[src/hdl/mexp_pkg.sv]
// Shared widths, types and constants of the modular exponentiation block.
`default_nettype none
package mexp_pkg;
	localparam int MOD_WIDTH = 32;
	localparam int EXP_WIDTH = 63;
	localparam int CNT_WIDTH = $clog2(MOD_WIDTH);

	typedef logic [MOD_WIDTH-1:0] mod_t;
	typedef logic [EXP_WIDTH-1:0] exp_t;
	typedef logic [CNT_WIDTH-1:0] cnt_t;

	localparam mod_t MOD_RESET = MOD_WIDTH'(64'd1000000007);
	localparam mod_t MOD_ONE = MOD_WIDTH'(1);
	localparam cnt_t CNT_LAST = CNT_WIDTH'(MOD_WIDTH - 1);
endpackage
`default_nettype wire

[src/hdl/mexp_if.sv]
// Valid/ready channel interfaces of the modular exponentiation block.
`default_nettype none
interface mexp_item_if;
	logic valid;
	logic ready;
	mexp_pkg::mod_t base;
	mexp_pkg::exp_t exponent;

	modport source (output valid, output base, output exponent, input ready);
	modport sink (input valid, input base, input exponent, output ready);
endinterface

interface mexp_result_if;
	logic valid;
	logic ready;
	mexp_pkg::mod_t residue;

	modport source (output valid, output residue, input ready);
	modport sink (input valid, input residue, output ready);
endinterface

interface mexp_cfg_if;
	logic valid;
	logic ready;
	mexp_pkg::mod_t modulus;

	modport source (output valid, output modulus, input ready);
	modport sink (input valid, input modulus, output ready);
endinterface
`default_nettype wire

[src/hdl/modular_exponentiation_top.sv]
// Modular exponentiation top level: square-and-multiply on one shared modular multiplier.
// Usage:
//   item   : sink channel carrying base and exponent; a transfer starts one computation.
//   result : source channel carrying residue = base^exponent mod modulus (1 for exponent 0).
//   cfg    : sink channel writing the modulus; always ready, write only while idle.
//   A modulus of zero stands for 2^32, so products simply wrap.
// Operation:
//   One bit-serial multiply-reduce unit forms every modular product. A computation
//   reduces the base, then for each exponent bit up to the top set bit checks the bit,
//   multiplies if it is set and squares unless it is the top bit, then finishes;
//   the exponent may have up to 63 bits.
//   item.ready is high only while no computation runs, so items are taken one at a time.
// Output:
//   The residue sits in an output register; the next item is taken while it waits.
//   If the receiver stalls and a second result finishes, the unit holds it until the
//   register is taken.
// Reset:
//   arst_n clears all control state and sets the modulus to 1000000007.
`default_nettype none
module modular_exponentiation_top (
	input wire logic clk,
	input wire logic arst_n,
	mexp_item_if.sink item,
	mexp_result_if.source result,
	mexp_cfg_if.sink cfg
);
	typedef enum logic [2:0] {
		ST_IDLE,
		ST_REDUCE,
		ST_CHECK,
		ST_MULT,
		ST_SQUARE,
		ST_FINISH
	} state_t;

	state_t state_q;
	logic result_valid_q;
	mexp_pkg::mod_t residue_q;
	mexp_pkg::mod_t modulus_q;

	logic [mexp_pkg::MOD_WIDTH:0] m_q;
	logic [mexp_pkg::MOD_WIDTH+1:0] m2_q;
	mexp_pkg::mod_t x_q;
	mexp_pkg::mod_t y_q;
	mexp_pkg::mod_t acc_q;
	mexp_pkg::mod_t b_q;
	mexp_pkg::mod_t res_q;
	mexp_pkg::exp_t e_q;
	mexp_pkg::cnt_t cnt_q;

	logic [mexp_pkg::MOD_WIDTH+1:0] sum;
	logic [mexp_pkg::MOD_WIDTH+1:0] diff;
	mexp_pkg::mod_t acc_next;
	logic last;
	logic out_free;
	logic more_bits;

	assign item.ready = (state_q == ST_IDLE);
	assign cfg.ready = 1'b1;
	assign result.valid = result_valid_q;
	assign result.residue = residue_q;

	assign last = (cnt_q == '0);
	assign out_free = !result_valid_q || result.ready;
	assign more_bits = (e_q[mexp_pkg::EXP_WIDTH-1:1] != '0);

	// double-and-add step, reduced from below three moduli
	always_comb begin
		sum = {1'b0, acc_q, 1'b0}
			+ {2'b00, (y_q[mexp_pkg::MOD_WIDTH-1] ? x_q : mexp_pkg::mod_t'(0))};
		if (sum >= m2_q) begin
			diff = sum - m2_q;
		end else if (sum >= {1'b0, m_q}) begin
			diff = sum - {1'b0, m_q};
		end else begin
			diff = sum;
		end
		acc_next = diff[mexp_pkg::MOD_WIDTH-1:0];
	end

	always_ff @(posedge clk or negedge arst_n) begin
		if (!arst_n) begin
			modulus_q <= mexp_pkg::MOD_RESET;
		end else if (cfg.valid) begin
			modulus_q <= cfg.modulus;
		end
	end

	always_ff @(posedge clk or negedge arst_n) begin
		if (!arst_n) begin
			state_q <= ST_IDLE;
			result_valid_q <= 1'b0;
		end else begin
			if (state_q == ST_FINISH && out_free) begin
				result_valid_q <= 1'b1;
			end else if (result.ready) begin
				result_valid_q <= 1'b0;
			end
			unique case (state_q)
				ST_IDLE: begin
					if (item.valid) begin
						state_q <= ST_REDUCE;
					end
				end
				ST_REDUCE: begin
					if (last) begin
						state_q <= ST_CHECK;
					end
				end
				ST_CHECK: begin
					if (e_q == '0) begin
						state_q <= ST_FINISH;
					end else if (e_q[0]) begin
						state_q <= ST_MULT;
					end else begin
						state_q <= ST_SQUARE;
					end
				end
				ST_MULT: begin
					if (last) begin
						state_q <= more_bits ? ST_SQUARE : ST_CHECK;
					end
				end
				ST_SQUARE: begin
					if (last) begin
						state_q <= ST_CHECK;
					end
				end
				ST_FINISH: begin
					if (out_free) begin
						state_q <= ST_IDLE;
					end
				end
				default: begin
					state_q <= ST_IDLE;
				end
			endcase
		end
	end

	always_ff @(posedge clk) begin
		unique case (state_q)
			ST_IDLE: begin
				if (item.valid) begin
					m_q <= {~|modulus_q, modulus_q};
					m2_q <= {~|modulus_q, modulus_q, 1'b0};
					x_q <= mexp_pkg::MOD_ONE;
					y_q <= item.base;
					acc_q <= '0;
					cnt_q <= mexp_pkg::CNT_LAST;
					e_q <= item.exponent;
					res_q <= mexp_pkg::MOD_ONE;
				end
			end
			ST_REDUCE, ST_MULT, ST_SQUARE: begin
				if (last) begin
					acc_q <= '0;
					cnt_q <= mexp_pkg::CNT_LAST;
					if (state_q == ST_MULT) begin
						res_q <= acc_next;
						if (more_bits) begin
							x_q <= b_q;
							y_q <= b_q;
						end else begin
							e_q <= e_q >> 1;
						end
					end else begin
						b_q <= acc_next;
						if (state_q == ST_SQUARE) begin
							e_q <= e_q >> 1;
						end
					end
				end else begin
					acc_q <= acc_next;
					y_q <= y_q << 1;
					cnt_q <= cnt_q - 1'b1;
				end
			end
			ST_CHECK: begin
				x_q <= e_q[0] ? res_q : b_q;
				y_q <= b_q;
				acc_q <= '0;
				cnt_q <= mexp_pkg::CNT_LAST;
			end
			ST_FINISH: begin
				if (out_free) begin
					residue_q <= res_q;
				end
			end
			default: begin
			end
		endcase
	end

	a_acc_reduced: assert property (@(posedge clk) disable iff (!arst_n)
		(state_q == ST_REDUCE || state_q == ST_MULT || state_q == ST_SQUARE)
		|-> ({1'b0, acc_q} < m_q))
		else $error("accumulator not reduced below modulus");

	a_base_reduced: assert property (@(posedge clk) disable iff (!arst_n)
		(state_q == ST_CHECK) |-> ({1'b0, b_q} < m_q))
		else $error("running base not reduced below modulus");

	a_start: assert property (@(posedge clk) disable iff (!arst_n)
		(item.valid && item.ready) |=> (state_q == ST_REDUCE && !item.ready))
		else $error("accepted item did not start base reduction");

	a_result_source: assert property (@(posedge clk) disable iff (!arst_n)
		$rose(result_valid_q) |-> $past(state_q == ST_FINISH))
		else $error("result raised outside finish state");
endmodule
`default_nettype wire
[src/flat_wrapper.sv]
// flat-port wrapper written by rule: the top's interface ports become plain ports
module modular_exponentiation_top_flat 
  (clk, arst_n, item_valid, item_base, item_exponent, item_ready, result_valid, result_residue, result_ready, cfg_valid, cfg_modulus, cfg_ready);
  mexp_item_if item_i ();
  mexp_result_if result_i ();
  mexp_cfg_if cfg_i ();
  input wire logic clk;
  input wire logic arst_n;
  input wire logic [$bits(item_i.valid)-1:0] item_valid;
  input wire logic [$bits(item_i.base)-1:0] item_base;
  input wire logic [$bits(item_i.exponent)-1:0] item_exponent;
  output wire logic [$bits(item_i.ready)-1:0] item_ready;
  output wire logic [$bits(result_i.valid)-1:0] result_valid;
  output wire logic [$bits(result_i.residue)-1:0] result_residue;
  input wire logic [$bits(result_i.ready)-1:0] result_ready;
  input wire logic [$bits(cfg_i.valid)-1:0] cfg_valid;
  input wire logic [$bits(cfg_i.modulus)-1:0] cfg_modulus;
  output wire logic [$bits(cfg_i.ready)-1:0] cfg_ready;
  assign item_i.valid = item_valid;
  assign item_i.base = item_base;
  assign item_i.exponent = item_exponent;
  assign item_ready = item_i.ready;
  assign result_valid = result_i.valid;
  assign result_residue = result_i.residue;
  assign result_i.ready = result_ready;
  assign cfg_i.valid = cfg_valid;
  assign cfg_i.modulus = cfg_modulus;
  assign cfg_ready = cfg_i.ready;
  modular_exponentiation_top u_core (.clk(clk), .arst_n(arst_n), .item(item_i), .result(result_i), .cfg(cfg_i));
endmodule
[config.mk]
export PLATFORM = sky130hd
export DESIGN_NAME = modular_exponentiation_top_flat
export DESIGN_NICKNAME = d
export VERILOG_FILES = /design/src/hdl/mexp_pkg.sv /design/src/hdl/mexp_if.sv /design/src/hdl/modular_exponentiation_top.sv /design/src/flat_wrapper.sv
export SDC_FILE = /design/constraint.sdc
export NUM_CORES = 1
export LEC_CHECK = 0
export ABC_AREA = 0
export BUFFER_PORTS_ARGS = -buffer_cell sky130_fd_sc_hd__buf_2
export CAP_MARGIN = 20
export CORE_AREA = 2 2 165 199
export DETAILED_ROUTE_END_ITERATION = 8
export DIE_AREA = 0 0 167 201
export HOLD_SLACK_MARGIN = 0.06
export PLACE_DENSITY = 0.79
export SLEW_MARGIN = 20
export SYNTH_ARGS = -nofsm -noshare
export SYNTH_HDL_FRONTEND = slang
export SYNTH_SLANG_ARGS = --single-unit
[constraint.sdc]
create_clock -name clk -period 15.98 [get_ports clk]
set_input_delay 2.397 -clock clk [delete_from_list [all_inputs] [get_ports clk]]
set_output_delay 2.397 -clock clk [all_outputs]
set_load 0.02 [all_outputs]
==> metrics.yaml, run 1 <==
status: "finished clean"
start_util: 0.590
synth.area.top_cells: "edfxtp_1 47%, ha_1 6.5%, nand2_1 5.9%"
clkLatencyLatePin_ns: 0.53
worstSetupPathType: "reg2reg"
hold_buffers: 0
wire_per_inst_um: 20.7
grt_max_degree: 65
post_cts_resized: 0
fp-row-count: 72
drtIter0Drc: 1223
fin_setup_tns_ns: 0
io_pins: 167
yosys.area.top_type: "edfxtp_1"
critPathArrivalTime_ns: 7.15
setup_viol: 0
first_pass_iters: 7
ys_ff_latch: 329
cts_buffer_depth: 3
syn_avg_cell_area_sq_um: 10.5
cp-startpoint: "u_core.y_q[31]"
dieArea_sq_mm: 0.0336
core_area_sq_mm: 0.0318
grt_pass1_vias: 14200
clock-sinks: 329
dp_hpwl_um: 37200
nNetsFinal: 2161
endpoint_kind: "flop"
hold_violations: 0
drc: 0
worstHoldStart: "u_core.res_q[15]"
min_period_ns: 6.90
min_to: "u_core.result.residue[15]"
grt_first_pass_wirelength_um: 76800
maxCapViolCount: 0
place.gp.congestion: 0.967
start_kind: "flop"
syn-num-nets: 2020
ff2ff_setup_slack_ns: 9.08
synth-edff-count: 293
rsz0062_at_grt: "false"
synth_area_sq_mm: 0.0188
htree_levels: 2
cp.required_ns: 16.23
clock.fmax_mhz: 145
ys_top_cells_by_count: "294 x nand2_1, 293 x edfxtp_1, 139 x nor2_1"
n_antenna_cell: 0
post_cts_buffers: 0
die_height_um: 201
synth_top_area_share: 0.469
wl_um: 48800
async_reset_ff_frac: 0.109
skew_ns: 0.0204
port_buffers: 165
yosysWarnings: 0
ys.flop_type: "edfxtp_1"
antenna_found_initial: 1
min_path_type: "reg2reg"
slowest_stage: "edfxtp_1"
cts_tree: "built"
worstReg2RegStart: "u_core.y_q[31]"
cpPeakStageDelay_ns: 0.94
vias: 14400
antenna_left: 0
synthDistinctLibCells: 88
crit_chain: "and2_1 -> ha_1 -> a21oi_1 -> o22ai_1 -> a41oi_1 -> a21oi_1 -> o41ai_1 -> o21ai_0 -> xor2_1 -> ha_1 -> a21o_1 -> a21o_1 -> a21o_1 -> a211oi_1 -> o21ai_0 -> a311o_1 -> buf_4 -> nand2_1 -> o21ai_0 -> a31oi_1 -> nor2_1"
syn_to_final_growth_pct: 11.7
post-synth-top-count-cell: "nand2_1"
hold_ws_ns: 0.439
hold_depth: 0
reg2regPathDepth: 21
die_w_um: 167
clkTransAtPathRegs_ns: 0.06
grt_usage: 0.288
fin_crit_sh: 0.432
cts_buffers: 34
synth_cells: 1787
layout-drive-gt1-share: 0.164
maxSlewHeadroom: 0.388
cp_max_fo: 33
tightest_slew_ns: 0.918
seq_area_frac_synth: 0.518
grt_remaining_overflow: 0
vias_per_cell: 6.11
r2r_end: "u_core.res_q[17]"
drv_slew: 0
cts-root-buf: "clkbuf_16"
-- registers in the layout (all words and copies together), names as in the netlist --
signal and count:
u_core.acc_q 32, u_core.cnt_q 5, u_core.result.valid 1, u_core.y_q 32, u_core.result.residue 32, u_core.m_q 33, u_core.e_q 63, u_core.state_q 3
u_core.res_q 32, u_core.x_q 32, u_core.modulus_q 32, u_core.b_q 32
-- worst max-delay path: cells and delay by family, from the launching register on --
kind	cells	cell delay (ns)
AO/OA/AOI/OAI	14	3.83
AND/OR/NAND/NOR	3	0.45
adder cells (fa/ha/maj)	2	0.69
XOR/XNOR	1	0.43
buffers and inverters	1	0.26
flip-flops	1	0.94
-- kinds of logic after synthesis --
family,synth area share
XOR/XNOR,0.0355
adder cells (fa/ha/maj),0.0686
buffers and inverters,0.0412
flip-flops,0.518
other,0.000200
AND/OR/NAND/NOR,0.152
AO/OA/AOI/OAI,0.155
multiplexers,0.0296
-- routing by layer --
layer  track usage  up-vias  part of all wire
li1              -     6818                 -
met1         0.376     6942              0.41
met2         0.496      558              0.50
met3        0.0473       82             0.066
met4        0.0896        0             0.029
met5             0        -                 0
-- how the worst max path moves through the flow --
stage / end / slack, ns / cells after the start
4_1_cts: u_core.res_q[17] / 9.19 / 21
3_3_place_gp: u_core.b_q[17] / 9.38 / 21
3_5_place_dp: u_core.res_q[17] / 9.23 / 21
5_1_grt: u_core.res_q[17] / 8.69 / 21
6_report: u_core.res_q[17] / 9.08 / 21
2_1_floorplan: u_core.e_q[0] / 8.27 / 2
-- per-stage QoR --
stage,area (sq um),util,worst slack (ns),std cells
floorplan,18800,-,8.27,1787
global placement,20000,0.628,9.38,2299
detailed placement,20000,0.628,9.23,2299
CTS,20900,0.659,9.19,2358
global route,20900,0.659,8.69,2358
finish,20900,0.659,9.08,2358
-- cells in the final DEF, fill, tap and decap left out, drive strengths merged, types with 24 or more instances in the layout --
master / Yosys / layout
nand2: 294 / 294
buf: 16 / 182
xnor2: 54 / 54
a22o: 35 / 35
mux2: 36 / 36
inv: 117 / 119
and2: 49 / 49
nor2: 139 / 139
nor4: 27 / 27
a222oi: 31 / 31
a21oi: 102 / 102
ha: 98 / 98
edfxtp: 293 / 293
a21o: 24 / 24
o21ai: 68 / 68
clkbuf: 61 / 44
-- area by class of cell --
class                   count  area (sq um)
fillers                  2489         10900
flip-flops and latches    329          9720
multi-input cells        1264          8340
repair buffers            182           953
clock buffers              44           910
well taps                 407           509
inverters                 117           439
clock inverters            15          76.3
Power of run 1 is left out: the tool's default activity adds up to more than one toggle a clock period on the data nets, which glitch-free logic cannot reach.
==> inputs of run 2 (changes only) <==
--- a/config.mk
+++ b/config.mk
@@ -8,11 +8,11 @@
 export ABC_AREA = 0
 export BUFFER_PORTS_ARGS = -buffer_cell sky130_fd_sc_hd__buf_2
 export CAP_MARGIN = 20
-export CORE_AREA = 2 2 165 199
+export CORE_AREA = 2 2 172 208
 export DETAILED_ROUTE_END_ITERATION = 8
-export DIE_AREA = 0 0 167 201
+export DIE_AREA = 0 0 174 210
 export HOLD_SLACK_MARGIN = 0.06
-export PLACE_DENSITY = 0.79
+export PLACE_DENSITY = 0.77
 export SLEW_MARGIN = 20
 export SYNTH_ARGS = -nofsm -noshare
 export SYNTH_HDL_FRONTEND = slang
==> constraint.sdc (replaced) <==
create_clock -name clk -period 6.2 [get_ports clk]
set_input_delay 0.93 -clock clk [delete_from_list [all_inputs] [get_ports clk]]
set_output_delay 0.93 -clock clk [all_outputs]
set_load 0.02 [all_outputs]
==> run 2 against run 1 <==
Clock skew decreased by 0.0073 ns. Global-route usage decreased by 3.4 points. First-iteration DRC count decreased by 8.0%. Worst hold slack improved by 0.017 ns. Critical path depth increased by 3. Routed wire length decreased by 3.3%. Cell area increased by 0.91%. Via count decreased by 0.20%. Non-clock buffer count increased by 11.
==> metrics.yaml, run 2 (same netlist as run 1, synthesis figures left out) <==
dieArea_sq_mm: 0.0365
grt_pass1_vias: 14200
hold_violations: 0
n_antenna_cell: 0
maxSlewHeadroom: 0.347
cts_buffers: 31
die_w_um: 174
place.gp.congestion: 0.931
antenna_found_initial: 0
first_pass_iters: 9
cp.required_ns: 6.65
wire_per_inst_um: 19.5
min_period_ns: 5.79
nNetsFinal: 2169
grt_first_pass_wirelength_um: 73300
slowest_stage: "fa_1"
clkLatencyLatePin_ns: 0.59
drtIter0Drc: 1125
path_delay_family: "compound AO/OA/AOI/OAI gates"
layout-drive-gt1-share: 0.170
cts-root-buf: "clkbuf_16"
crit_chain: "buf_4 -> and2_1 -> ha_1 -> inv_1 -> fa_1 -> nand2b_1 -> a21oi_1 -> o211ai_1 -> a21oi_1 -> nor2_1 -> o21bai_1 -> xnor2_1 -> ha_1 -> and4_1 -> and4_1 -> a41oi_1 -> o21ai_0 -> a211oi_1 -> o211ai_2 -> buf_12 -> inv_2 -> nand2_1 -> a31oi_1 -> and2_1"
cts_buffer_depth: 3
io_pins: 167
setup_viol: 0
start_kind: "flop"
fp-row-count: 75
largest_register_ffs: 63
status: "finished clean"
clock.fmax_mhz: 173
die_height_um: 210
top_regs: "u_core.e_q x63, u_core.m_q x33"
cpPeakStageDelay_ns: 0.40
vias_per_cell: 5.94
maxCapViolCount: 0
fin_crit_sh: 0.934
drv_slew: 0
cp_max_fo: 39
min_path_type: "in2async"
rsz0062_at_grt: "false"
skew_ns: 0.0131
fin_setup_tns_ns: 0
top_register: "u_core.e_q"
drc: 0
start_util: 0.543
port_buffers: 165
cts_tree: "built"
grt_max_degree: 90
endpoint_kind: "flop"
ff2ff_setup_slack_ns: 0.41
core_area_sq_mm: 0.0345
dp_hpwl_um: 35000
grt_usage: 0.255
fillers: 2865
vias: 14400
critPathArrivalTime_ns: 6.25
tightest_slew_ns: 0.980
wl_um: 47200
layout_common_cells: "293 x nand2_1, 293 x edfxtp_1, 165 x buf_2"
clkTransAtPathRegs_ns: 0.06
crit_buf_inv: 4
grt_remaining_overflow: 0
antenna_left: 0
syn_to_final_growth_pct: 12.7
worstSetupPathType: "reg2reg"
htree_levels: 1
clock-sinks: 329
==> run 2: changes by cell type in the layout (fill, tap and decap cells not counted), moves of 3 or more <==
cell | before | now
buf_4 | 17 | 26
clkbuf_16 | 35 | 31
clkbuf_8 | 0 | 4
clkinv_2 | 5 | 2
clkinv_1 | 7 | 4
==> run 2: worst reg2reg max path: cells and delay by family, from the launching register on <==
family / cells / cell delay, ns
adders and majority gates: 3 / 0.93
xor gates and xnor gates: 1 / 0.26
and+or+nand+nor: 7 / 1.22
buffers and inverters: 4 / 0.76
DFF: 1 / 0.37
AOI/OAI and AO/OA: 9 / 2.12
==> run 2: area by class of cell <==
| cell class | instances | area [sq um] | area share |
|---|---|---|---|
| Tap cell | 462 | 578 | 0.0273 |
| Timing Repair Buffer | 193 | 1060 | 0.0502 |
| Clock inverter | 13 | 139 | 0.00657 |
| Clock buffer | 42 | 857 | 0.0405 |
| Inverter | 117 | 439 | 0.0208 |
| Multi-Input combinational cell | 1264 | 8350 | 0.395 |
| Sequential cell | 329 | 9720 | 0.460 |
==> run 2: stage by stage <==
stage	utilization	instance area [sq um]	setup WS [ns]	std cells	hold WS (ns)
final	0.612	21100	0.408	2420	0.456
after global routing	0.612	21100	0.0180	2420	0.472
after CTS	0.612	21100	0.489	2420	0.458
after detailed placement	0.583	20100	0.534	2365	0.443
after global placement	0.583	20100	0.728	2365	0.435
after floorplan	-	18800	1.17	1787	0.426
==> run 2: timing repair <==
item,CTS,global route
endpoints found under the setup margin,0,1
buffers inserted,0,0
hold buffers,0,0
gates resized for setup,0,1
==> run 2: worst paths after layout <==
path,start,end,depth (start not counted)
min in group clk,u_core.res_q[28],u_core.result.residue[28],0
hold reg to reg,u_core.res_q[28],u_core.result.residue[28],0
setup reg to reg,u_core.y_q[31],u_core.acc_q[12],24
setup / recovery,u_core.y_q[31],u_core.acc_q[12],24
hold / removal,arst_n,u_core.modulus_q[10],1
max in group asynchronous,arst_n,u_core.modulus_q[30],1
==> run 2: per-layer routing <==
| metal | vias up | track usage | wire length [um] |
|---|---|---|---|
| li1 | 6850 | - | - |
| met1 | 6870 | 0.277 | 16900 |
| met2 | 508 | 0.487 | 25600 |
| met3 | 143 | 0.0272 | 2200 |
| met4 | 0 | 0.131 | 2500 |
| met5 | - | 0 | 0 |
Power of run 2 is left out for the same reason.
==> inputs of run 3 (changes only) <==
--- a/config.mk
+++ b/config.mk
@@ -12,7 +12,7 @@
 export DETAILED_ROUTE_END_ITERATION = 8
 export DIE_AREA = 0 0 174 210
 export HOLD_SLACK_MARGIN = 0.06
-export PLACE_DENSITY = 0.77
+export PLACE_DENSITY = 0.89
 export SLEW_MARGIN = 20
 export SYNTH_ARGS = -nofsm -noshare
 export SYNTH_HDL_FRONTEND = slang
==> run 3 against run 2 <==
Worst hold slack better by 0.0032 ns. Die area unchanged. Critical path depth stayed put. Maximum frequency is 0.89% lower. Flip-flop and latch count unchanged. First-iteration DRC count rose by 29%. Routed wire length rose by 7.1%.
==> metrics.yaml, run 3 (same netlist as run 1, synthesis figures left out) <==
cpPeakStageDelay_ns: 0.44
first_pass_iters: 7
cp-startpoint: "u_core.y_q[31]"
largest_register_ffs: 63
fin_crit_sh: 0.943
top_register: "u_core.e_q"
use_met3: 0.0341
min_period_ns: 5.84
grt_pass1_vias: 14800
rsz0062_at_grt: "false"
endpoint_kind: "flop"
grt_first_pass_wirelength_um: 78200
vias: 14800
dieArea_sq_mm: 0.0365
placed_cell_area_sq_mm: 0.0203
cts-root-buf: "clkbuf_16"
critPathArrivalTime_ns: 6.10
clkTransAtPathRegs_ns: 0.07
crit_chain: "buf_12 -> buf_4 -> and2_1 -> ha_1 -> a21oi_1 -> o22ai_1 -> a41oi_1 -> a21oi_1 -> o41ai_1 -> o21ai_0 -> xor2_1 -> buf_4 -> ha_1 -> a21o_1 -> a21o_1 -> a21o_1 -> a211oi_1 -> o21ai_0 -> a311oi_4 -> buf_12 -> buf_4 -> nand2_1 -> o21ai_0 -> inv_1"
syn_to_final_growth_pct: 14.3
grt_max_degree: 70
htree_levels: 2
met1_usage: 0.304
top_regs: "u_core.e_q x63, u_core.m_q x33"
hold_buffers: 0
die_w_um: 174
drc: 0
clock.fmax_mhz: 171
cp.required_ns: 6.46
hold_ws_ns: 0.460
place.gp.congestion: 0.989
gr-usage-met2: 0.497
ff2ff_setup_slack_ns: 0.36
drv_slew: 0
fin_setup_tns_ns: 0
clock-sinks: 329
setup_viol: 0
grt_remaining_overflow: 0
status: "finished clean"
port_buffers: 165
clkLatencyLatePin_ns: 0.54
io_pins: 167
die_height_um: 210
start_util: 0.543
dp_hpwl_um: 37100
skew_ns: 0.0139
hold_violations: 0
wl_um: 50600
antenna_left: 0
antenna_found_initial: 0
placed_cells: 2386
wire_per_inst_um: 20.7
fp-row-count: 75
min_path_type: "reg2reg"
cts_buffers: 34
layout_common_cells: "293 x nand2_1, 293 x edfxtp_1, 165 x buf_2"
layout-drive-gt1-share: 0.183
maxSlewHeadroom: 0.313
n_antenna_cell: 0
core_area_sq_mm: 0.0345
cts_tree: "built"
nNetsFinal: 2195
drtIter0Drc: 1452
cp_max_fo: 26
start_kind: "flop"
grt_most_used_layer: "met2"
cts_buffer_depth: 3
maxCapViolCount: 0
worstSetupPathType: "reg2reg"
fin_cells: 2448
worstReg2RegStart: "u_core.y_q[31]"
worstHoldStart: "u_core.res_q[27]"
tightest_slew_ns: 1.03
grt_usage: 0.273
fin_area_sq_mm: 0.0214
vias_per_cell: 6.06
slowest_stage: "edfxtp_1"
-- run 3: path summary, 6_finish.rpt --
check,to,depth (start not counted)
max in group asynchronous,u_core.state_q[0],1
max,u_core.b_q[15],24
min reg2reg,u_core.result.residue[27],0
min,u_core.result.residue[27],0
min in group asynchronous,u_core.modulus_q[8],1
max reg2reg,u_core.b_q[15],24
-- run 3: layout make-up --
type	count	area (sq um)
fillers	2716	13100
flip-flops and latches	329	9720
multi-input cells	1264	8360
repair buffers	216	1230
clock buffers	41	908
well taps	462	578
inverters	117	439
clock inverters	19	204
-- run 3: layer usage --
metal,wire (um),share of wire
met1,17900,0.35
met2,26200,0.52
met3,2960,0.059
met4,3540,0.070
met5,0,0
-- run 3: metrics by stage --
step                      setup slack (ns)   util
after floorplan                       1.17      -
after global placement               0.333  0.588
after detailed placement             0.140  0.588
after CTS                           0.0431  0.620
after global routing                0.0714  0.621
final                                0.356  0.621
-- run 3: what timing repair did --
item / CTS / global route
setup endpoints to repair: 0 / 90
gates resized for setup: 0 / 2
setup buffers: 0 / 2
hold endpoints to repair: 0 / 0
-- run 3: critical path: cells and delay by family, from the launching register on --
kind,cells,cell delay [ns]
compound gates,13,3.02
xor+xnor,1,0.16
fa+ha+maj,2,0.70
buf+inv,6,1.02
flops,1,0.44
simple gates,2,0.20
Power of run 3 is left out for the same reason.
